[config.mk]
export PLATFORM = sky130hd
export DESIGN_NAME = battery_runtime_estimator_unit
export DESIGN_NICKNAME = d
export VERILOG_FILES = /design/src/sv/bre_pkg.sv /design/src/sv/bre_ring.sv /design/src/sv/bre_update.sv /design/src/sv/bre_estimate.sv /design/src/sv/battery_runtime_estimator_unit.sv
export SDC_FILE = /design/constraint.sdc
export NUM_CORES = 1
export LEC_CHECK = 0
export BUFFER_PORTS_ARGS = -buffer_cell sky130_fd_sc_hd__clkbuf_2
export CELL_PAD_IN_SITES_DETAIL_PLACEMENT = 1
export CELL_PAD_IN_SITES_GLOBAL_PLACEMENT = 2
export CORE_ASPECT_RATIO = 1.5
export CORE_MARGIN = 2
export CORE_UTILIZATION = 39
export DETAILED_ROUTE_END_ITERATION = 8
export HOLD_SLACK_MARGIN = 0.15
export PLACE_DENSITY = 0.82
export SLEW_MARGIN = 20
export SYNTH_ARGS = -nofsm -noshare
export SYNTH_HDL_FRONTEND = slang
export SYNTH_SLANG_ARGS = --single-unit
[constraint.sdc]
create_clock -name clk -period 10.1 [get_ports clk]
set_input_delay 0.505 -clock clk [delete_from_list [all_inputs] [get_ports clk]]
set_output_delay 0.505 -clock clk [all_outputs]
set_load 0.01 [all_outputs]
[src/sv/bre_pkg.sv]
// Shared constants, types and helpers for the battery runtime estimator.
package bre_pkg;

  localparam int AGE_W    = 20;
  localparam int CHARGE_W = 7;
  localparam int TIME_W   = 32;
  localparam int REMAIN_W = 24;
  localparam int TENTHS_W = 4;

  localparam logic [AGE_W-1:0]    MAX_AGE_RESET = 20'd86400;
  localparam logic [CHARGE_W-1:0] FULL_CHARGE   = 7'd100;
  localparam logic [CHARGE_W-1:0] DROP_STEP     = 7'd10;

  // charge / 10 as (charge * 205) >> 11, exact for every 7-bit charge
  localparam logic [7:0] TENTHS_MUL   = 8'd205;
  localparam int         TENTHS_SHIFT = 11;

  typedef struct packed {
    logic record;
    logic persist;
    logic full_known;
  } flags_t;

  function automatic logic [TENTHS_W-1:0] charge_tenths(input logic [CHARGE_W-1:0] c);
    logic [CHARGE_W+7:0] p;
    p = {8'd0, c} * {7'd0, TENTHS_MUL};
    return p[TENTHS_SHIFT +: TENTHS_W];
  endfunction

endpackage

[src/sv/bre_ring.sv]
// Drop-interval ring memory with registered read and per-entry fill bits.
module bre_ring import bre_pkg::*; #(
  parameter int DEPTH = 8,
  parameter int HW    = 3
) (
  input  logic             clk,
  input  logic             rst,
  input  logic             wr_en,
  input  logic [HW-1:0]    wr_addr,
  input  logic [AGE_W-1:0] wr_data,
  input  logic [HW-1:0]    rd_addr,
  output logic [AGE_W-1:0] rd_data
);

  logic [AGE_W-1:0] mem [DEPTH];
  logic [DEPTH-1:0] filled;
  logic [AGE_W-1:0] rd_word;
  logic             rd_filled;
  logic             rd_hit;

  assign rd_hit = wr_en && (rd_addr == wr_addr);

  always_ff @(posedge clk) begin
    if (wr_en) begin
      mem[wr_addr] <= wr_data;
    end
    if (rd_hit) begin
      rd_word <= wr_data;
    end else begin
      rd_word <= mem[rd_addr];
    end
  end

  // unwritten entries read as zero
  always_ff @(posedge clk) begin
    if (rst) begin
      filled    <= '0;
      rd_filled <= 1'b0;
    end else begin
      if (wr_en) begin
        filled[wr_addr] <= 1'b1;
      end
      rd_filled <= rd_hit || filled[rd_addr];
    end
  end

  assign rd_data = rd_filled ? rd_word : '0;

endmodule

[src/sv/bre_update.sv]
// Sample decision logic and stored battery state; registers the stage B payload.
module bre_update import bre_pkg::*; #(
  parameter int RING_DEPTH = 8,
  parameter int HW         = 3,
  parameter int SUM_W      = 23
) (
  input  logic                clk,
  input  logic                rst,
  input  logic                fire,
  input  logic [AGE_W-1:0]    max_age,
  input  logic [CHARGE_W-1:0] charge,
  input  logic                charging,
  input  logic                plugged,
  input  logic [TIME_W-1:0]   now,
  output logic [SUM_W-1:0]    b_sum,
  output logic [TENTHS_W-1:0] b_tenths,
  output logic [TIME_W-1:0]   b_since,
  output flags_t              b_flags
);

  localparam logic [HW-1:0] LAST_SLOT = HW'(RING_DEPTH - 1);

  logic [SUM_W-1:0]    interval_sum;
  logic [HW-1:0]       ring_head;
  logic [CHARGE_W-1:0] last_charge;
  logic                last_charging;
  logic                last_plugged;
  logic [TIME_W-1:0]   last_change_time;
  logic [TIME_W-1:0]   full_unplug_time;
  logic                full_time_known;

  logic [TIME_W-1:0]   age;
  logic                drop_ok;
  logic                record;
  logic                full_unplug;
  logic                changed;
  logic [HW-1:0]       head_step;
  logic [HW-1:0]       head_after;
  logic [HW-1:0]       rd_addr;
  logic [AGE_W-1:0]    old_interval;
  logic [SUM_W-1:0]    interval_sum_next;
  logic                known_after;
  logic [TIME_W-1:0]   since;

  always_comb begin
    age     = now - last_change_time;
    drop_ok = (last_charge >= DROP_STEP) && (charge == last_charge - DROP_STEP);
    record  = !(charging || last_charging || plugged || last_plugged) && drop_ok &&
              (age < TIME_W'(max_age));
    head_step  = (ring_head == LAST_SLOT) ? '0 : ring_head + HW'(1);
    head_after = (fire && record) ? head_step : ring_head;
    // prefetch the slot the next recording will overwrite
    rd_addr    = (head_after == LAST_SLOT) ? '0 : head_after + HW'(1);
    interval_sum_next = interval_sum - SUM_W'(old_interval) + SUM_W'(age[AGE_W-1:0]);
    full_unplug = last_plugged && (last_charge == FULL_CHARGE) && !plugged &&
                  (charge == FULL_CHARGE);
    changed     = (charge != last_charge) || (charging != last_charging) ||
                  (plugged != last_plugged);
    known_after = full_time_known || full_unplug;
    if (!known_after) begin
      since = '0;
    end else if (full_unplug) begin
      since = '0;
    end else begin
      since = now - full_unplug_time;
    end
  end

  bre_ring #(
    .DEPTH (RING_DEPTH),
    .HW    (HW)
  ) u_ring (
    .clk     (clk),
    .rst     (rst),
    .wr_en   (fire && record),
    .wr_addr (head_step),
    .wr_data (age[AGE_W-1:0]),
    .rd_addr (rd_addr),
    .rd_data (old_interval)
  );

  always_ff @(posedge clk) begin
    if (rst) begin
      interval_sum     <= '0;
      ring_head        <= '0;
      last_charge      <= '0;
      last_charging    <= 1'b0;
      last_plugged     <= 1'b0;
      last_change_time <= '0;
      full_time_known  <= 1'b0;
    end else if (fire) begin
      if (record) begin
        interval_sum <= interval_sum_next;
        ring_head    <= head_step;
      end
      if (full_unplug) begin
        full_time_known <= 1'b1;
      end
      if (changed) begin
        last_charge      <= charge;
        last_charging    <= charging;
        last_plugged     <= plugged;
        last_change_time <= now;
      end
    end
  end

  always_ff @(posedge clk) begin
    if (fire && full_unplug) begin
      full_unplug_time <= now;
    end
  end

  always_ff @(posedge clk) begin
    if (fire) begin
      b_sum              <= record ? interval_sum_next : interval_sum;
      b_tenths           <= charge_tenths(charge);
      b_since            <= since;
      b_flags.record     <= record;
      b_flags.persist    <= record || full_unplug || changed;
      b_flags.full_known <= known_after;
    end
  end

endmodule

[src/sv/bre_estimate.sv]
// Mean interval by reciprocal multiply, then runtime product into the result register.
module bre_estimate import bre_pkg::*; #(
  parameter int RING_DEPTH = 8,
  parameter int SUM_W      = 23
) (
  input  logic                clk,
  input  logic                c_load,
  input  logic                out_load,
  input  logic [SUM_W-1:0]    b_sum,
  input  logic [TENTHS_W-1:0] b_tenths,
  input  logic [TIME_W-1:0]   b_since,
  input  flags_t              b_flags,
  output logic [REMAIN_W-1:0] remaining_seconds,
  output logic [TIME_W-1:0]   since_full_seconds,
  output logic                since_full_valid,
  output logic                interval_recorded,
  output logic                needs_persist
);

  // floor(x / D) = (x * ceil(2^S / D)) >> S for every SUM_W-bit x
  localparam int          SHIFT      = SUM_W + $clog2(RING_DEPTH);
  localparam int          RECIP_W    = SUM_W + 1;
  localparam int          PROD_W     = SUM_W + RECIP_W;
  localparam logic [63:0] RECIP_FULL = ((64'd1 << SHIFT) + 64'(RING_DEPTH) - 64'd1) /
                                       64'(RING_DEPTH);
  localparam logic [RECIP_W-1:0] RECIP = RECIP_FULL[RECIP_W-1:0];

  logic [PROD_W-1:0]   mean_prod;
  logic [AGE_W-1:0]    c_mean;
  logic [TENTHS_W-1:0] c_tenths;
  logic [TIME_W-1:0]   c_since;
  flags_t              c_flags;

  assign mean_prod = PROD_W'(b_sum) * PROD_W'(RECIP);

  always_ff @(posedge clk) begin
    if (c_load) begin
      c_mean   <= mean_prod[SHIFT +: AGE_W];
      c_tenths <= b_tenths;
      c_since  <= b_since;
      c_flags  <= b_flags;
    end
  end

  always_ff @(posedge clk) begin
    if (out_load) begin
      remaining_seconds  <= REMAIN_W'(c_tenths) * REMAIN_W'(c_mean);
      since_full_seconds <= c_since;
      since_full_valid   <= c_flags.full_known;
      interval_recorded  <= c_flags.record;
      needs_persist      <= c_flags.persist;
    end
  end

endmodule

[src/sv/battery_runtime_estimator_unit.sv]
// Top level of the battery runtime estimator: channels, pipeline control, config register.
//
// Usage:
//   Sample channel: charge_level, charging_now, plugged_in, now_seconds, qualified by
//   sample_valid; a request is taken at a clock edge with sample_valid high and
//   sample_stall low. Result channel: one result per sample, shown with result_valid
//   and taken when result_stall is low.
//   Config: cfg_wen writes cfg_wdata into max_age_seconds at that edge; write only
//   while the block holds no request in flight.
//   Path: after its sample is taken, a result passes the state update into stage B, the
//   mean multiply into stage C and the runtime multiply into the result register.
//   Throughput: one sample per cycle while sample_stall stays low; each stage carries its
//   own valid bit, so a waiting result does not block samples behind it until the pipeline is full.
//   The rate is set by the state update loop (age check, ring slot, running sum), which
//   closes within stage A.
//   Stall: a stalled result holds its value; stages fill behind it, and sample_stall
//   rises only when the input register cannot move on.
//   Reset (rst, synchronous): pipeline empties, stored state and ring clear,
//   max_age_seconds returns to 86400. No clearing pass: the ring has per-slot fill bits.
module battery_runtime_estimator_unit import bre_pkg::*; #(
  parameter int RING_DEPTH = 8
) (
  input  logic                clk,
  input  logic                rst,
  input  logic                sample_valid,
  output logic                sample_stall,
  input  logic [CHARGE_W-1:0] charge_level,
  input  logic                charging_now,
  input  logic                plugged_in,
  input  logic [TIME_W-1:0]   now_seconds,
  input  logic                cfg_wen,
  input  logic [AGE_W-1:0]    cfg_wdata,
  output logic                result_valid,
  input  logic                result_stall,
  output logic [REMAIN_W-1:0] remaining_seconds,
  output logic [TIME_W-1:0]   since_full_seconds,
  output logic                since_full_valid,
  output logic                interval_recorded,
  output logic                needs_persist
);

  localparam int HW    = (RING_DEPTH > 1) ? $clog2(RING_DEPTH) : 1;
  // running sum holds up to RING_DEPTH full 20-bit intervals
  localparam int SUM_W = AGE_W + $clog2(RING_DEPTH);

  logic [AGE_W-1:0]    max_age_seconds;

  // stage valid bits
  logic a_valid;
  logic b_valid;
  logic c_valid;

  // handshake between stages
  logic out_ready;
  logic c_ready;
  logic b_ready;
  logic a_ready;
  logic a_load;
  logic a_fire;
  logic b_fire;
  logic c_fire;

  // input register
  logic [CHARGE_W-1:0] a_charge;
  logic                a_charging;
  logic                a_plugged;
  logic [TIME_W-1:0]   a_now;

  // stage B payload
  logic [SUM_W-1:0]    b_sum;
  logic [TENTHS_W-1:0] b_tenths;
  logic [TIME_W-1:0]   b_since;
  flags_t              b_flags;

  always_comb begin
    out_ready    = !result_valid || !result_stall;
    c_ready      = !c_valid || out_ready;
    b_ready      = !b_valid || c_ready;
    a_ready      = !a_valid || b_ready;
    a_load       = sample_valid && a_ready;
    a_fire       = a_valid && b_ready;
    b_fire       = b_valid && c_ready;
    c_fire       = c_valid && out_ready;
    sample_stall = !a_ready;
  end

  always_ff @(posedge clk) begin
    if (rst) begin
      max_age_seconds <= MAX_AGE_RESET;
    end else if (cfg_wen) begin
      max_age_seconds <= cfg_wdata;
    end
  end

  always_ff @(posedge clk) begin
    if (rst) begin
      a_valid      <= 1'b0;
      b_valid      <= 1'b0;
      c_valid      <= 1'b0;
      result_valid <= 1'b0;
    end else begin
      if (a_load) begin
        a_valid <= 1'b1;
      end else if (a_fire) begin
        a_valid <= 1'b0;
      end
      if (a_fire) begin
        b_valid <= 1'b1;
      end else if (b_fire) begin
        b_valid <= 1'b0;
      end
      if (b_fire) begin
        c_valid <= 1'b1;
      end else if (c_fire) begin
        c_valid <= 1'b0;
      end
      if (c_fire) begin
        result_valid <= 1'b1;
      end else if (!result_stall) begin
        result_valid <= 1'b0;
      end
    end
  end

  always_ff @(posedge clk) begin
    if (a_load) begin
      a_charge   <= charge_level;
      a_charging <= charging_now;
      a_plugged  <= plugged_in;
      a_now      <= now_seconds;
    end
  end

  // stage A: decisions and stored state, commits when the request moves to B
  bre_update #(
    .RING_DEPTH (RING_DEPTH),
    .HW         (HW),
    .SUM_W      (SUM_W)
  ) u_update (
    .clk      (clk),
    .rst      (rst),
    .fire     (a_fire),
    .max_age  (max_age_seconds),
    .charge   (a_charge),
    .charging (a_charging),
    .plugged  (a_plugged),
    .now      (a_now),
    .b_sum    (b_sum),
    .b_tenths (b_tenths),
    .b_since  (b_since),
    .b_flags  (b_flags)
  );

  // stages B and C: mean interval, then runtime estimate
  bre_estimate #(
    .RING_DEPTH (RING_DEPTH),
    .SUM_W      (SUM_W)
  ) u_estimate (
    .clk                (clk),
    .c_load             (b_fire),
    .out_load           (c_fire),
    .b_sum              (b_sum),
    .b_tenths           (b_tenths),
    .b_since            (b_since),
    .b_flags            (b_flags),
    .remaining_seconds  (remaining_seconds),
    .since_full_seconds (since_full_seconds),
    .since_full_valid   (since_full_valid),
    .interval_recorded  (interval_recorded),
    .needs_persist      (needs_persist)
  );

endmodule

==> results of run 1 <==
-- synth_stat cells (all sizes together), types with 29 or more instances --
library cell / number
a21o: 36
a21oi: 149
and2: 42
clkbuf: 55
dfxtp: 121
edfxtp: 410
fa: 66
ha: 173
inv: 176
mux2: 39
mux2i: 29
mux4: 40
nand2: 197
nand3: 32
nor2: 196
nor3: 44
o21ai: 60
xnor2: 63
xor2: 35
-- cell type report --
cell class	instances	area, sq um
inverters	177	664
clock buffers	57	1340
repair buffers	219	1480
clock inverters	41	359
multi-input cells	1437	11300
well taps	892	1120
fillers	7241	37100
flip-flops and latches	531	14700
-- metal layers --
layer | vias up | GRT usage
li1 | 8350 | -
met1 | 8857 | 0.202
met2 | 258 | 0.374
met3 | 113 | 0.0231
met4 | 0 | 0.0728
met5 | - | 0
-- what timing repair did --
action,in CTS,in global routing
hold buffers,59,0
buffers inserted,0,0
endpoints found under the setup margin,0,0
endpoints found under the hold margin,59,0
-- metrics by stage --
stage | instances | setup slack (ns) | hold WS, ns | area [sq um] | util
after global placement | 3197 | 1.77 | 0.401 | 28700 | 0.422
after global routing | 3354 | 0.764 | 0.196 | 31000 | 0.455
final | 3354 | 1.44 | 0.198 | 31000 | 0.455
after detailed placement | 3197 | 1.41 | 0.406 | 28700 | 0.422
after CTS | 3354 | 1.37 | 0.157 | 31000 | 0.455
after floorplan | 2206 | 2.96 | 0.400 | 26900 | -
-- sequential cells by signal (all words and copies together) (netlist names), 4 cells and up, named ones only --
signal	cells
u_update.u_ring.filled	8
a_now	32
u_estimate.c_mean	20
u_update.last_change_time	32
u_update.u_ring.mem	160
u_update.last_charge	7
a_charge	7
u_update.b_tenths	4
u_update.interval_sum	20
u_update.u_ring.rd_word	20
u_update.full_unplug_time	32
u_update.b_sum	20
u_estimate.since_full_seconds	32
u_update.b_since	32
u_estimate.c_since	32
u_estimate.c_tenths	4
u_estimate.remaining_seconds	24
max_age_seconds	20
-- kinds of logic after synthesis --
kind of cell	synth area share
and+or+nand+nor	0.107
DFF	0.548
AOI/OAI and AO/OA	0.0878
adders and majority gates	0.130
buffers and inverters	0.0339
muxes	0.0623
xor gates and xnor gates	0.0319
-- power by group through the flow --
stage	Clock, mW	Combinational, mW	Sequential, mW
finish	1.96	1.11	2.50
CTS	2.01	1.12	2.50
global placement	0	1.05	2.54
global route	2.08	1.25	2.50
floorplan	0	0.769	2.53
detailed placement	0	1.09	2.55
-- critical path: cells and delay by family, from the launching register on --
family	cells	cell delay (ns)
buffers and inverters	3	1.27
AO/OA/AOI/OAI	9	2.01
flip-flops	1	0.49
AND/OR/NAND/NOR	6	1.67
multiplexers	3	1.30
XOR/XNOR	1	0.69
adder cells (fa/ha/maj)	3	1.09
-- worst max-delay path by stage --
stage | from | endpoint | slack [ns]
floorplan | a_now[1]$_DFFE_PP_ | u_update.u_ring.rd_word[0]$_DFF_P_ | 2.96
global placement | a_now[1]$_DFFE_PP_ | u_update.u_ring.rd_word[0]$_DFF_P_ | 1.77
detailed placement | a_now[1]$_DFFE_PP_ | u_update.u_ring.rd_word[7]$_DFF_P_ | 1.41
CTS | a_now[1]$_DFFE_PP_ | u_update.u_ring.rd_word[7]$_DFF_P_ | 1.37
global route | a_now[1]$_DFFE_PP_ | u_update.u_ring.rd_word[7]$_DFF_P_ | 0.76
finish | a_now[1]$_DFFE_PP_ | u_update.u_ring.rd_word[7]$_DFF_P_ | 1.44
==> out/qor.txt, run 1 <==
vias in the first global route -> 19,300
Net Sw Power -> 1.59 mW
hold path start -> cfg_wdata[16]
Leak -> 12.1 nW
number of flops mapped to enable cells by yosys -> 410
DP HPWL -> 48.0 mm
Post-Syn Area -> 0.0269 sq mm
layout cell share with drive strength beyond 1 -> 0.140
port bufs -> 126
syn_nets -> 2,511
highest routing layer actually used -> met4
CTS tree -> done
Num CTS Buffers -> 52
Clk network pwr share -> 0.352
Worst-Skew Late Latency -> 0.62 ns
Crit-path slowest cell -> xor2_1
pin count of the biggest net entering global routing -> 71
Final GP Congestion -> 0.846
reg-to-reg endpoint -> u_update.u_ring.rd_word[7]$_DFF_P_
clk root buf -> clkbuf_16
Synth top area share -> 0.458
drt drc -> 0
drt total wl -> 66.5 mm
register area share after synthesis -> 0.548
reg2reg start -> a_now[1]$_DFFE_PP_
Startpoint Class -> flop
flop2flop setup slack -> 1.44 ns
CTS Sinks -> 531
most frequent cells in the layout -> edfxtp_1 (410), nand2_1 (196), nor2_1 (195)
clock tree buffer depth -> 3
Arrival @ worst endpoint -> 9.16 ns
Main synth FF type -> edfxtp_1
max_slew headroom -> 0.318
fin crit period -> 8.66 ns
Setup TNS -> 0 ns
Yosys warnings -> 0
cells on worst reg2reg path -> 25
Worst-path clk slew -> 0.07 ns
per-instance average area after synthesis -> 12.2 sq um
hold path cells -> 3
cell-internal power -> 3.98 mW
met3 WL -> 1.75 mm
PwrDens -> 179 mW/mm^2
Total Power -> 5.56 mW
max-cap violations -> 0
RSZ-0062 raised after global routing -> no
Die Ht -> 326 um
Resized Gates After CTS -> 0
CP max FO -> 25
diodes inserted -> 0
Met1 Wirelength -> 25.0 mm
commonest non-fill, non-tap cell in the layout -> edfxtp_1
CP max stage delay -> 0.69 ns
initial core utilization -> 0.395
Net count, final -> 2,723
initial antenna violation count -> 1
Async S/R FF share, synth -> 0
Peak supply drop -> 0.155 mV
DR vias/cell -> 5.24
outcome -> finished clean
post-route ant nets -> 0
combinational share of power -> 0.199
GRT Util Overall -> 0.190
area of the core -> 0.0681 sq mm
Seq pwr share -> 0.449
vias -> 17,600
WL met2 -> 37.2 mm
final hold vios -> 0
fmax -> 115 MHz
first-pass GRT wire length -> 105 mm
First DRT Iteration DRCs -> 697
wire length per cell -> 19.8 um
H-tree depth -> 2
Hold Crit Class -> input port to flop
total grt overflow -> 0
CP required -> 10.60 ns
#FFs+latches synth -> 531
Least-Margin Pin Slew -> 1.02 ns
Tcrit/Tclk final -> 0.857
main area contributors after synthesis -> edfxtp_1 (46%), dfxtp_1 (9.0%), ha_1 (8.0%)
Pins Over Slew Limit -> 0
skew final -> 0.0294 ns
Die Area -> 0.0711 sq mm
Setup-failing EPs final -> 0
synthesized netlist cell count -> 2,206
Rows -> 117
Sw Ratio -> 0.285
Endpoint, Worst Hold -> max_age_seconds[16]$_SDFFE_PP1P_
Yosys top cell by area -> edfxtp_1
TritonRoute pass-1 iters -> 4
Synth-to-Final Area Change -> 15.2%
Crit. End Element -> flop
critical path class -> flop to flop
die width -> 218 um
Unique masters post-synth -> 73
io pins -> 127
most frequent CP cell -> ha_1
Power figures use the tool's default switching activity.
==> run 2, diff against run 1 <==
CELL_PAD_IN_SITES_DETAIL_PLACEMENT = unset   (was 1)
CELL_PAD_IN_SITES_GLOBAL_PLACEMENT = unset   (was 2)
PLACE_DENSITY = 0.65   (was 0.82)
clock period = 7.5 ns   (was 10.1 ns; I/O delays follow)
==> out/qor.txt, run 2 (synthesis results as in run 1) <==
clk root buf -> clkbuf_16 (unchanged)
TritonRoute pass-1 iters -> 5 (was 4)
io pins -> 127 (unchanged)
fin area -> 0.0313 sq mm (was 0.0310 sq mm)
cells on worst reg2reg path -> 28 (was 25)
initial antenna violation count -> 2 (was 1)
critical path class -> flop to flop (unchanged)
hold path start -> rst (was cfg_wdata[16])
Leak -> 12.2 nW (was 12.1 nW)
H-tree depth -> 2 (unchanged)
total grt overflow -> 0 (unchanged)
fillcell total -> 6,006 (was 7,241)
PwrDens -> 241 mW/mm^2 (was 179 mW/mm^2)
area of the core -> 0.0681 sq mm (unchanged)
vias -> 17,400 (was 17,600)
max-cap violations -> 0 (unchanged)
Arrival @ worst endpoint -> 7.69 ns (was 9.16 ns)
Worst-Skew Late Latency -> 0.62 ns (about the same)
most frequent CP cell -> ha_1 (unchanged)
flop2flop setup slack -> 0.30 ns (was 1.44 ns)
fmax -> 139 MHz (was 115 MHz)
CP max FO -> 22 (was 25)
CTS Sinks -> 531 (unchanged)
final hold vios -> 0 (unchanged)
most frequent cells in the layout -> edfxtp_1 (410), nand2_1 (196), nor2_1 (195) (unchanged)
max FFs per register -> 160 (unchanged)
Die Ht -> 326 um (unchanged)
Placed Cells -> 3,208 (was 3,197)
Net count, final -> 2,739 (was 2,723)
Worst-path clk slew -> 0.06 ns (was 0.07 ns)
DP Area -> 0.0288 sq mm (was 0.0287 sq mm)
Tcrit/Tclk final -> 0.960 (was 0.857)
max_slew headroom -> 0.292 (was 0.318)
post-route ant nets -> 0 (unchanged)
CTS tree -> done (unchanged)
Final GP Congestion -> 0.883 (was 0.846)
Synth-to-Final Area Change -> 16.3% (was 15.2%)
Rows -> 117 (unchanged)
initial core utilization -> 0.395 (unchanged)
Crit. End Element -> flop (unchanged)
CP max stage delay -> 0.59 ns (was 0.69 ns)
port bufs -> 126 (unchanged)
Pins Over Slew Limit -> 0 (unchanged)
Reg area -> 0.0147 sq mm (unchanged)
Post-Layout Cell Count -> 3,371 (was 3,354)
reg2reg start -> a_now[1]$_DFFE_PP_ (unchanged)
first-pass GRT wire length -> 94.3 mm (was 105 mm)
Hold Crit Class -> input port to flop (unchanged)
drt drc -> 0 (unchanged)
area of the multi-input gates -> 0.0113 sq mm (about the same)
layout cell share with drive strength beyond 1 -> 0.144 (was 0.140)
DP HPWL -> 42.9 mm (was 48.0 mm)
Most flops, register -> u_update.u_ring.mem (unchanged)
reg-to-reg endpoint -> u_update.u_ring.rd_word[4]$_DFF_P_ (was u_update.u_ring.rd_word[7]$_DFF_P_)
outcome -> finished clean (unchanged)
commonest non-fill, non-tap cell in the layout -> edfxtp_1 (unchanged)
GRT Util Overall -> 0.168 (was 0.190)
vias in the first global route -> 18,000 (was 19,300)
wire length per cell -> 17.5 um (was 19.8 um)
hold path cells -> 2 (was 3)
drt total wl -> 59.1 mm (was 66.5 mm)
Num CTS Buffers -> 52 (unchanged)
clock tree buffer depth -> 3 (unchanged)
DR vias/cell -> 5.15 (was 5.24)
Least-Margin Pin Slew -> 1.06 ns (was 1.02 ns)
Setup-failing EPs final -> 0 (unchanged)
skew final -> 0.0327 ns (was 0.0294 ns)
Die Area -> 0.0711 sq mm (unchanged)
Startpoint Class -> flop (unchanged)
First DRT Iteration DRCs -> 987 (was 697)
Peak supply drop -> 0.184 mV (was 0.155 mV)
pin count of the biggest net entering global routing -> 71 (unchanged)
fin crit period -> 7.20 ns (was 8.66 ns)
CP required -> 7.99 ns (was 10.60 ns)
Endpoint, Worst Hold -> u_update.last_change_time[11]$_SDFFE_PP0P_ (was max_age_seconds[16]$_SDFFE_PP1P_)
die width -> 218 um (unchanged)
Crit-path slowest cell -> mux4_1 (was xor2_1)
## run 2: cell count changes in the layout (fill, tap and decap cells not counted), moves of 3 or more
| cell | delta |
|---|---|
| xnor2_1 | -3 |
| clkinv_2 | -6 |
| dlygate4sd3_1 | +4 |
| buf_4 | +9 |
| clkbuf_8 | +3 |
| inv_6 | -5 |
| clkinvlp_4 | -3 |
| clkinv_1 | -8 |
| clkbuf_1 | +13 |
## run 2: worst max-delay path: cells and delay by family, from the launching register on
family,cells,cell delay [ns]
AO/OA/AOI/OAI,10,2.26
AND/OR/NAND/NOR,9,1.73
buffers and inverters,3,0.63
flip-flops,1,0.49
XOR/XNOR,1,0.15
adder cells (fa/ha/maj),3,0.92
multiplexers,2,0.87
## run 2: power breakdown
group | switching, mW | total [mW] | internal (mW) | leakage, nW
registers | 0.0553 | 3.36 | 3.31 | 4.73
logic | 0.866 | 1.47 | 0.600 | 6.60
clock network | 1.14 | 2.71 | 1.58 | 0.863
## run 2: worst max path at each step
stage | startpoint | to | slack (ns)
after floorplan | a_now[1]$_DFFE_PP_ | u_update.u_ring.rd_word[0]$_DFF_P_ | 0.36
after global placement | a_now[1]$_DFFE_PP_ | u_update.u_ring.rd_word[3]$_DFF_P_ | 0.34
after detailed placement | a_now[1]$_DFFE_PP_ | u_update.u_ring.rd_word[3]$_DFF_P_ | 0.13
after CTS | a_now[1]$_DFFE_PP_ | u_update.u_ring.rd_word[8]$_DFF_P_ | 0.08
after global routing | a_now[1]$_DFFE_PP_ | u_update.u_ring.rd_word[19]$_DFF_P_ | -0.002
final | a_now[1]$_DFFE_PP_ | u_update.u_ring.rd_word[4]$_DFF_P_ | 0.30
## run 2: final cells by class
cell class / instances / share of cell area
Antenna cell: 1 / 0.0000800
Clock buffer: 74 / 0.0466
Multi-Input combinational cell: 1437 / 0.363
Sequential cell: 531 / 0.471
Inverter: 177 / 0.0213
Tap cell: 892 / 0.0357
Timing Repair Buffer: 235 / 0.0521
Clock inverter: 24 / 0.0102
## run 2: timing repair
action	in CTS	in global routing
endpoints found under the hold margin	63	0
hold buffers	63	0
endpoints found under the setup margin	0	20
setup buffers	0	1
resized for setup	0	6
## run 2: layer usage
metal / wire length (um) / GRT usage
met1: 23200 / 0.192
met2: 31300 / 0.312
met3: 2500 / 0.0232
met4: 2040 / 0.0654
met5: 0 / 0
## run 2: stage by stage
step                      setup WS, ns  TNS [ns]  hold slack, ns  utilization  power (mW)
after detailed placement         0.127         0           0.405        0.423        4.85
after global placement           0.338         0           0.401        0.423        4.81
after CTS                       0.0824         0           0.189        0.458        7.61
after global routing          -0.00250  -0.00250           0.213        0.459        7.90
after floorplan                  0.365         0           0.400            -        4.44
final                            0.298         0           0.214        0.459        7.54
==> run 3, diff against run 2 <==
ABC_AREA = 1   (was unset)
==> out/qor.txt, run 3 <==
cell-internal power -> 5.29 mW (was 5.48 mW)
max-cap violations -> 0 (unchanged)
TritonRoute pass-1 iters -> 5 (unchanged)
most frequent CP cell -> nand3_1 (was ha_1)
max_slew headroom -> 0.371 (was 0.292)
Synth top area share -> 0.440 (was 0.458)
Sw Ratio -> 0.290 (was 0.273)
Net count, final -> 3,466 (was 2,739)
clk root buf -> clkbuf_16 (unchanged)
Async S/R FF share, synth -> 0 (unchanged)
Worst-Skew Late Latency -> 0.66 ns (was 0.62 ns)
final hold vios -> 0 (unchanged)
fmax -> 183 MHz (was 139 MHz)
Yosys top cell by area -> edfxtp_1 (unchanged)
die width -> 223 um (was 218 um)
Arrival @ worst endpoint -> 6.04 ns (was 7.69 ns)
wire length per cell -> 16.6 um (was 17.5 um)
area of the multi-input gates -> 0.0114 sq mm (was 0.0113 sq mm)
reg2reg start -> a_now[0]$_DFFE_PP_ (was a_now[1]$_DFFE_PP_)
vias -> 20,200 (was 17,400)
Leak -> 14.2 nW (was 12.2 nW)
H-tree depth -> 2 (unchanged)
post-synthesis compound-gate area fraction -> 0.0891 (was 0.0878)
Clk network pwr share -> 0.359 (was 0.360)
outcome -> finished clean (unchanged)
drt drc -> 0 (unchanged)
most frequent cells in the layout -> nand2_1 (869), edfxtp_1 (410), inv_1 (408) (was edfxtp_1 (410), nand2_1 (196), nor2_1 (195))
most common cell in the netlist -> nand2_1 (was edfxtp_1)
pre-CTS WS -> 2.06 ns (was 0.127 ns)
hold path cells -> 3 (was 2)
drt total wl -> 68.2 mm (was 59.1 mm)
flop2flop setup slack -> 2.03 ns (was 0.30 ns)
CTS Sinks -> 531 (unchanged)
CP delay by family, top -> simple AND/OR/NAND/NOR gates (was compound AO/OA/AOI/OAI gates)
Post-Syn Area -> 0.0280 sq mm (was 0.0269 sq mm)
Most flops, register -> u_update.u_ring.mem (unchanged)
Startpoint Class -> flop (unchanged)
Pins Over Slew Limit -> 0 (unchanged)
CP required -> 8.06 ns (was 7.99 ns)
Seq pwr share -> 0.449 (was 0.446)
Least-Margin Pin Slew -> 0.943 ns (was 1.06 ns)
reg-to-reg endpoint -> u_update.u_ring.rd_filled$_SDFF_PP0_ (was u_update.u_ring.rd_word[4]$_DFF_P_)
critical path class -> flop to flop (unchanged)
Die Ht -> 332 um (was 326 um)
Num CTS Buffers -> 51 (was 52)
vias in the first global route -> 20,100 (was 18,000)
#FFs+latches synth -> 531 (unchanged)
Hold Crit Class -> input port to flop (unchanged)
First DRT Iteration DRCs -> 1,272 (was 987)
cells on worst reg2reg path -> 29 (was 28)
synthesized netlist cell count -> 2,943 (was 2,206)
port bufs -> 126 (unchanged)
Reg area -> 0.0147 sq mm (unchanged)
Final GP Congestion -> 0.909 (was 0.883)
mux cell area share after synthesis -> 0 (was 0.0623)
initial core utilization -> 0.393 (was 0.395)
GRT Util Overall -> 0.186 (was 0.168)
commonest non-fill, non-tap cell in the layout -> nand2_1 (was edfxtp_1)
per-instance average area after synthesis -> 9.50 sq um (was 12.2 sq um)
CP max stage delay -> 0.58 ns (was 0.59 ns)
fin crit period -> 5.47 ns (was 7.20 ns)
Setup-failing EPs final -> 0 (unchanged)
Tcrit/Tclk final -> 0.730 (was 0.960)
Rows -> 120 (was 117)
Unique masters post-synth -> 52 (was 73)
Net Sw Power -> 2.16 mW (was 2.06 mW)
clock tree buffer depth -> 3 (unchanged)
Crit. End Element -> flop (unchanged)
DR vias/cell -> 4.91 (was 5.15)
main area contributors after synthesis -> edfxtp_1 (44%), nand2_1 (12%), dfxtp_1 (8.7%) (was edfxtp_1 (46%), dfxtp_1 (9.0%), ha_1 (8.0%))
CTS tree -> done (unchanged)
most common library cells after synthesis -> nand2_1 (870), edfxtp_1 (410), inv_1 (410), a21oi_1 (223), ha_1 (173) (was edfxtp_1 (410), nand2_1 (197), nor2_1 (196), inv_1 (176), ha_1 (173))
post-route ant nets -> 0 (unchanged)
PwrDens -> 231 mW/mm^2 (was 241 mW/mm^2)
Post-Synth Simple-Gate Area -> 0.169 (was 0.107)
largest family of logic cells by synthesized area -> simple AND/OR/NAND/NOR gates (was adder cells)
total grt overflow -> 0 (unchanged)
CP max FO -> 62 (was 22)
Worst-path clk slew -> 0.07 ns (was 0.06 ns)
Die Area -> 0.0739 sq mm (was 0.0711 sq mm)
hold path start -> cfg_wen (was rst)
RSZ-0062 raised after global routing -> no
final setup margin -> 2.03 ns (was 0.298 ns)
Main synth FF type -> edfxtp_1 (unchanged)
Crit-path slowest cell -> buf_4 (was mux4_1)
DP HPWL -> 49.9 mm (was 42.9 mm)
initial antenna violation count -> 2 (unchanged)
diodes inserted -> 0 (was 1)
area of the core -> 0.0712 sq mm (was 0.0681 sq mm)
Setup TNS -> 0 ns (unchanged)
pin count of the biggest net entering global routing -> 78 (was 71)
max FFs per register -> 160 (unchanged)
io pins -> 127 (unchanged)
Endpoint, Worst Hold -> max_age_seconds[0]$_SDFFE_PP0P_ (was u_update.last_change_time[11]$_SDFFE_PP0P_)
Yosys warnings -> 0 (unchanged)
first-pass GRT wire length -> 108 mm (was 94.3 mm)
fillcell total -> 6,787 (was 6,006)
syn_nets -> 3,248 (was 2,511)
Peak supply drop -> 0.208 mV (was 0.184 mV)
Adder-Cell Fraction of Synth Area -> 0.125 (was 0.130)
XOR/XNOR share of the synthesized area -> 0.0229 (was 0.0319)
layout cell share with drive strength beyond 1 -> 0.0961 (was 0.144)
register area share after synthesis -> 0.527 (was 0.548)
skew final -> 0.0564 ns (was 0.0327 ns)
combinational share of power -> 0.192 (was 0.194)
Synth-to-Final Area Change -> 15.3% (was 16.3%)
number of flops mapped to enable cells by yosys -> 410 (unchanged)
Buf/Inv on CP -> 6 (was 3)
==> run 3: layout make-up <==
class                           count  area share
Timing Repair Buffer              237      0.0510
Clock inverter                     37      0.0132
Clock buffer                       59      0.0408
Sequential cell                   531       0.457
Multi-Input combinational cell   1925       0.354
Inverter                          415      0.0483
Tap cell                          915      0.0355
==> run 3: how the worst max path moves through the flow <==
stage                     cells after the start                                   end                 from  slack [ns]
after floorplan                              20   u_update.u_ring.mem[2][0]$_DFFE_PP_   a_now[9]$_DFFE_PP_        2.38
after global placement                       21  u_update.u_ring.rd_filled$_SDFF_PP0_   a_now[8]$_DFFE_PP_        2.18
after detailed placement                     29  u_update.u_ring.rd_filled$_SDFF_PP0_   a_now[0]$_DFFE_PP_        2.06
after CTS                                    29  u_update.u_ring.rd_filled$_SDFF_PP0_   a_now[0]$_DFFE_PP_        2.00
after global routing                         29    u_update.u_ring.rd_word[2]$_DFF_P_  a_now[10]$_DFFE_PP_        1.51
final                                        29  u_update.u_ring.rd_filled$_SDFF_PP0_   a_now[0]$_DFFE_PP_        2.03
==> run 3: stage by stage <==
step           power [mW]  cell area [sq um]  hold slack (ns)  cells  utilization
2_1_floorplan        4.37              28000            0.400   2943            -
3_3_place_gp         4.79              29800            0.401   3951        0.419
3_5_place_dp         4.81              29800            0.405   3951        0.419
4_1_cts              7.52              32200            0.160   4119        0.453
5_1_grt              7.81              32200            0.220   4119        0.453
6_report             7.45              32200            0.190   4119        0.453
==> run 3: logic make-up after synthesis <==
group | count (synthesis)
adder cells (fa/ha/maj) | 239
XOR/XNOR | 73
AND/OR/NAND/NOR | 1161
buffers and inverters | 487
AO/OA/AOI/OAI | 452
flip-flops | 531
==> run 3: power groups by stage <==
stage,Clock [mW],Sequential [mW],Combinational (mW)
floorplan,0,3.40,0.970
global placement,0,3.41,1.38
detailed placement,0,3.41,1.40
CTS,2.74,3.35,1.43
global route,2.83,3.35,1.62
finish,2.68,3.35,1.43
==> run 3: metal layers <==
layer	GRT usage	up-vias	wire length (um)
met4	0.0804	0	2990
met1	0.212	9488	27000
met5	0	-	0
met3	0.0227	133	2700
met2	0.345	494	35500
li1	-	10100	-
==> run 3: timing repair <==
item	4_1_cts	5_1_grt
resized for setup	0	0
setup endpoints to repair	0	0
hold buffers	72	0
setup buffers	0	0
endpoints found under the hold margin	63	0
==> run 3: worst register-to-register path, delay by kind of cell (launching register included) <==
family / cells / cell delay [ns]
buffers and inverters: 6 / 1.12
XOR/XNOR: 1 / 0.14
flip-flops: 1 / 0.38
adder cells (fa/ha/maj): 4 / 1.23
AND/OR/NAND/NOR: 16 / 2.15
AO/OA/AOI/OAI: 2 / 0.35
